===== config.mk =====
export PLATFORM = sky130hd
export DESIGN_NAME = rmfbw_map
export DESIGN_NICKNAME = d
export VERILOG_FILES = /design/src/hdl/rmfbw_pkg.sv /design/src/hdl/rmfbw_map.sv
export SDC_FILE = /design/constraint.sdc
export NUM_CORES = 1
export LEC_CHECK = 0
export BUFFER_PORTS_ARGS = -buffer_cell sky130_fd_sc_hd__buf_2
export CAP_MARGIN = 0
export CORE_UTILIZATION = 57
export DETAILED_ROUTE_END_ITERATION = 12
export PLACE_DENSITY = 0.91
export RECOVER_POWER = 50
export SLEW_MARGIN = 10
export SYNTH_ARGS = -nofsm -noshare
export SYNTH_HDL_FRONTEND = slang
export SYNTH_SLANG_ARGS = --single-unit

===== constraint.sdc =====
create_clock -name vclk -period 9.7
set_clock_uncertainty 0.2 [all_clocks]
set_input_delay 1.94 -clock vclk [all_inputs]
set_output_delay 1.94 -clock vclk [all_outputs]
set_load 0.005 [all_outputs]

===== src/hdl/rmfbw_pkg.sv =====
package rmfbw_pkg;

  // Panel geometry
  localparam int unsigned PANEL_COLS = 240;
  localparam int unsigned PANEL_ROWS = 416;

  localparam int unsigned ROW_BYTES   = PANEL_COLS / 8;
  localparam int unsigned STORE_BYTES = (PANEL_COLS * PANEL_ROWS) / 8;

  localparam int unsigned ADDR_W  = $clog2(STORE_BYTES);
  localparam int unsigned CLR_W   = $clog2(STORE_BYTES + 1);
  localparam int unsigned COL_W   = $clog2(PANEL_COLS + 1);
  localparam int unsigned ROW_W   = $clog2(PANEL_ROWS + 1);
  localparam int unsigned IDX_MAX = (PANEL_ROWS - 1) * ROW_BYTES + (PANEL_COLS - 1) / 8;
  localparam int unsigned IDX_W   = $clog2(IDX_MAX + 2);

  // Pixel threshold and byte constants
  localparam logic [15:0] WHITE_THRESHOLD = 16'h7fff;
  localparam logic [7:0]  BYTE_WHITE      = 8'hff;
  localparam logic [7:0]  MASK_MSB        = 8'h80;

  // Configuration register indexes
  localparam int unsigned CFG_IDX_W = 3;
  localparam logic [CFG_IDX_W-1:0] CFG_LOGICAL_WIDTH  = 3'd0;
  localparam logic [CFG_IDX_W-1:0] CFG_LOGICAL_HEIGHT = 3'd1;
  localparam logic [CFG_IDX_W-1:0] CFG_MIRROR_H       = 3'd2;
  localparam logic [CFG_IDX_W-1:0] CFG_MIRROR_V       = 3'd3;
  localparam logic [CFG_IDX_W-1:0] CFG_SWAP_AXES      = 3'd4;

  localparam logic [9:0] WIDTH_RESET  = 10'd416;
  localparam logic [9:0] HEIGHT_RESET = 10'd240;

  typedef struct packed {
    logic [9:0]  pixel_x;
    logic [9:0]  pixel_y;
    logic [15:0] pixel_rgb565;
    logic        area_end;
  } pixel_req_t;

  typedef struct packed {
    logic pixel_changed;
    logic area_changed;
    logic area_done;
  } pixel_rsp_t;

  typedef struct packed {
    logic [9:0] logical_width;
    logic [9:0] logical_height;
    logic       mirror_horizontal;
    logic       mirror_vertical;
    logic       swap_axes;
  } cfg_t;

  typedef struct packed {
    logic              hit;
    logic [ADDR_W-1:0] addr;
    logic [7:0]        mask;
  } map_t;

  typedef struct packed {
    logic              en;
    logic [ADDR_W-1:0] addr;
    logic [7:0]        data;
  } wr_req_t;

endpackage


===== src/hdl/rmfbw_map.sv =====
module rmfbw_map (
  input  logic [9:0]      pixel_x_i,
  input  logic [9:0]      pixel_y_i,
  input  rmfbw_pkg::cfg_t cfg_i,
  output rmfbw_pkg::map_t map_o
);

  localparam logic [15:0] ColLast = 16'(rmfbw_pkg::PANEL_COLS - 1);
  localparam logic [15:0] RowLast = 16'(rmfbw_pkg::PANEL_ROWS - 1);

  logic                        in_bounds;
  logic [15:0]                 col0, row0, col1, row1, col2, row2;
  logic                        on_panel;
  logic [rmfbw_pkg::IDX_W-1:0] idx;

  // Logical window check
  assign in_bounds = (pixel_x_i < cfg_i.logical_width) && (pixel_y_i < cfg_i.logical_height);

  // Rotate clockwise, mirror, swap (16-bit wrapping arithmetic)
  assign col0 = ColLast - {6'd0, pixel_y_i};
  assign row0 = {6'd0, pixel_x_i};
  assign col1 = cfg_i.mirror_horizontal ? (ColLast - col0) : col0;
  assign row1 = cfg_i.mirror_vertical   ? (RowLast - row0) : row0;
  assign col2 = cfg_i.swap_axes ? row1 : col1;
  assign row2 = cfg_i.swap_axes ? col1 : row1;

  assign on_panel = (col2 < 16'(rmfbw_pkg::PANEL_COLS)) && (row2 < 16'(rmfbw_pkg::PANEL_ROWS));

  // Byte index: row stride times row plus column byte
  assign idx = rmfbw_pkg::IDX_W'(row2[rmfbw_pkg::ROW_W-1:0])
             * rmfbw_pkg::IDX_W'(rmfbw_pkg::ROW_BYTES)
             + rmfbw_pkg::IDX_W'(col2[rmfbw_pkg::COL_W-1:3]);

  assign map_o.hit  = in_bounds && on_panel
                   && (idx < rmfbw_pkg::IDX_W'(rmfbw_pkg::STORE_BYTES));
  assign map_o.addr = rmfbw_pkg::ADDR_W'(idx);
  assign map_o.mask = rmfbw_pkg::MASK_MSB >> col2[2:0];

endmodule


* Word level (Yosys, flattened, before mapping)
Index checks and enable logic that the tools add are counted.
Storage, ports and cells: output and inout port bits 23, word-level logic and storage cells 19, flip-flop bits (word level) 0, input port bits 43
Cells by class: $add $sub $neg 4, shifts and indexed selects 1, reduce and logical (&&, ||, !) cells 4, mux-type cells 4, magnitude comparators 5, $mul 1
Operator list (count):
- 16-bit two-way mux | 4
- 10-bit less-than comparator | 2
- 16-bit by 8-bit less-than comparator with 1-bit output (second input constant) | 1
- 16-bit by 9-bit less-than comparator with 1-bit output (second input constant) | 1
- 14-bit by 5-bit adder with 14-bit output | 1
- 14-bit less-than comparator (second input constant) | 1
- 9-bit by 4-bit multiplier with 13-bit output (second input constant) | 1
- 9-bit by 11-bit subtractor with 12-bit output (first input constant) | 1
- 8-bit by 10-bit subtractor with 11-bit output (first input constant) | 1
- 9-bit by 10-bit subtractor with 11-bit output (first input constant) | 1
- 8-bit by 3-bit right shift with 8-bit output (first input constant) | 1
- 1-bit logical AND | 4

* Longest topological paths before layout
depth after elaboration 8, depth in mapped cells 19

* Worst setup path after synthesis
OpenSTA, ideal clock, no wires.
path type input port to output port, start point input port cfg_i[0] (netlist bit), end point output port map_o[22] (netlist bit), path slack 0.900 ns, arrival time 6.660 ns, stages 19, data required time 7.560 ns, buffers on the path 3, path through clkbuf_1 > clkbuf_1 > clkbuf_1 > nor2_1 > a21oi_1 > fa_1 > inv_1 > fa_1 > fa_1 > inv_1 > ha_1 > o21ai_0 > nor2_1 > o21ai_0 > and3b_1 > a2111o_1 > o31a_1 > o31a_1 > a2111oi_2
RTL lines:
- start: declaration | RTL line rmfbw_map.sv:4 | input rmfbw_pkg::cfg_t cfg_i,
- end: declaration | RTL line rmfbw_map.sv:5 | output rmfbw_pkg::map_t map_o

==> flow_summary.ini <==
[status]
status = complete, no violations

[timing]
final.setup.tns_ps = 0
hold_viol = 0
finalWorstSetupSlack_ps = 544
setup_viol = 0
rsz0062_at_grt = false
slew_viol_final = 0
worst_slew_pin_slew_ps = 915
period_share = 0.944
min_period_ps = 9160
maxSlewHeadroom = 0.384
fmax_ghz = 0.109

[worst_setup_path]
cp_max_fo = 10
worstSetupPathType = in -> out
cp-end-kind = output port
critPathLaunchType = input pin
required_ps = 7560
worstPathArrival_ps = 7020

[place]
post-place-ws_ps = 732
port_buffers = 66
gp_congestion = 0.839
hpwlAfterDp_um = 4960

[die]
io_pins = 66
die_h_um = 68.3
dieArea_um2 = 4660
rows = 23
die_w_um = 68.3
start_util = 0.608
core_um2 = 4120

[cts]
post_cts.repair.setup_buffers = 0
hold_buffers = 0
cts_resized = 0

[min_path]
whs_path_depth = 5
min-delay-start = pixel_x_i[3]
min_to = map_o[8]
hold_class = in -> out

[finish]
layout_common_cells = buf_2, inv_1, ha_1, nor2_1, xor2_1
area_growth_pct = 14.3
drive_gt1_frac = 0.208
design.seq.count = 0
n_fill_cell = 343
fin_nets = 486
final_common_cell = buf_2
n_antenna_cell = 0
layout.area.seq_um2 = 0
nClkBuffers = 0

[global_route]
grt_pass1_vias = 2229
grt_pass1_wl_um = 8970
antenna_found_initial = 0
grt_start_max_net_pins = 30
grt_overflow_total = 0
grt.total_usage = 0.242

[detailed_routing]
drc = 0
via_per_inst = 5.62
firstDrtPassIters = 4
wl_um = 5530
drtIter0Drc = 68
ant_nets = 0
wl_per_cell_um = 12.7
vias = 2439

[yosys]
yosysSeqAreaShare = 0
synth_nets = 423
yosysWarnings = 0
yosysUniqueCellTypes = 63
syn-cell-area_um2 = 2500
syn_inst = 323
avgSynthCellArea_um2 = 7.75

[power_and_ir_drop]
powerDensity_nw_per_um2 = 283
total_power_w = 0.000809
leakage_nw = 1.50
vdd_drop_max_uv = 228

[flow_run]
maxCapViolations = 0
==> worst max path at each step <==
stage            startpoint         to  cells after the start
2_1_floorplan      cfg_i[0]  map_o[22]                     19
3_3_place_gp       cfg_i[1]  map_o[22]                     19
3_5_place_dp   pixel_y_i[4]  map_o[22]                     19
4_1_cts            cfg_i[1]  map_o[22]                     19
5_1_grt            cfg_i[1]  map_o[22]                     19
6_report           cfg_i[1]  map_o[22]                     19
==> metrics by stage <==
step | hold WS (ps) | utilization | cell area [um^2] | cells
CTS | 4110 | 0.699 | 2880 | 434
floorplan | 3870 | - | 2500 | 323
detailed placement | 4100 | 0.699 | 2880 | 434
global route | 4140 | 0.696 | 2860 | 434
finish | 4110 | 0.696 | 2860 | 434
global placement | 4090 | 0.699 | 2880 | 434
==> area by class of cell <==
| cell class | count | area, um^2 | area share |
|---|---|---|---|
| multi-input combinational | 266 | 2290 | 0.799 |
| timing repair buffer | 66 | 317 | 0.111 |
| inverter | 52 | 195 | 0.0682 |
| tap | 50 | 62.6 | 0.0219 |
==> logic make-up after synthesis <==
group	Yosys count	synth area share
muxes	5	0.0210
and+or+nand+nor	89	0.204
AOI/OAI and AO/OA	80	0.236
xor gates and xnor gates	35	0.125
buffers and inverters	57	0.0860
adders and majority gates	57	0.327
==> synthesized netlist by cell type, drive strengths merged (2+ instances only) <==
library cell  instances  share of area
a2111oi               2         0.0095
a211oi                4          0.019
a21o                 11          0.033
a21oi                13          0.026
a31o                  2         0.0070
and2                  2         0.0070
and3                  3         0.0085
and3b                 2         0.0070
clkbuf                4         0.0060
fa                   14           0.11
ha                   43           0.21
inv                  51          0.076
mux2                  2         0.0090
mux2i                 3          0.012
nand2                19          0.028
nand2b                6          0.018
nand3                 9          0.020
nand3b                3         0.0090
nand4                 2          0.011
nor2                 25          0.039
nor2b                 4          0.013
nor3                  7          0.014
o2111ai               2         0.0070
o211ai                6          0.023
o21a                  7          0.021
o21ai                18          0.037
o22ai                 3          0.010
o2bb2ai               2         0.0070
o31a                  2         0.0070
or2                   2         0.0050
xnor2                14          0.049
xor2                 21          0.076
==> report_power, final <==
| group | switching (W) | internal (W) |
|---|---|---|
| sequential | 0 | 0 |
| combinational | 0.000439 | 0.000370 |
| clock | 0 | 0 |
| total | 0.000439 | 0.000370 |
==> critical path, cell delays in order <==
cell	delay, ps
clkbuf_1	430
xor2_1	230
nor2_1	70
a21oi_1	410
fa_1	540
inv_1	90
fa_1	440
fa_1	490
inv_1	40
ha_1	300
o21ai_0	80
nor2_1	70
o21ai_0	350
and3b_1	270
a2111o_1	350
o31a_1	110
o31a_1	260
a2111oi_2	360
buf_2	170
==> layer usage <==
| layer | part of all wire | global-route usage | vias up |
|---|---|---|---|
| met1 | 0.44 | 0.305 | 1158 |
| met5 | 0 | 0 | - |
| met4 | 0.0058 | 0.0391 | 0 |
| met2 | 0.53 | 0.451 | 42 |
| li1 | - | - | 1235 |
| met3 | 0.028 | 0.0150 | 4 |
(Power assumes the default switching activity.)
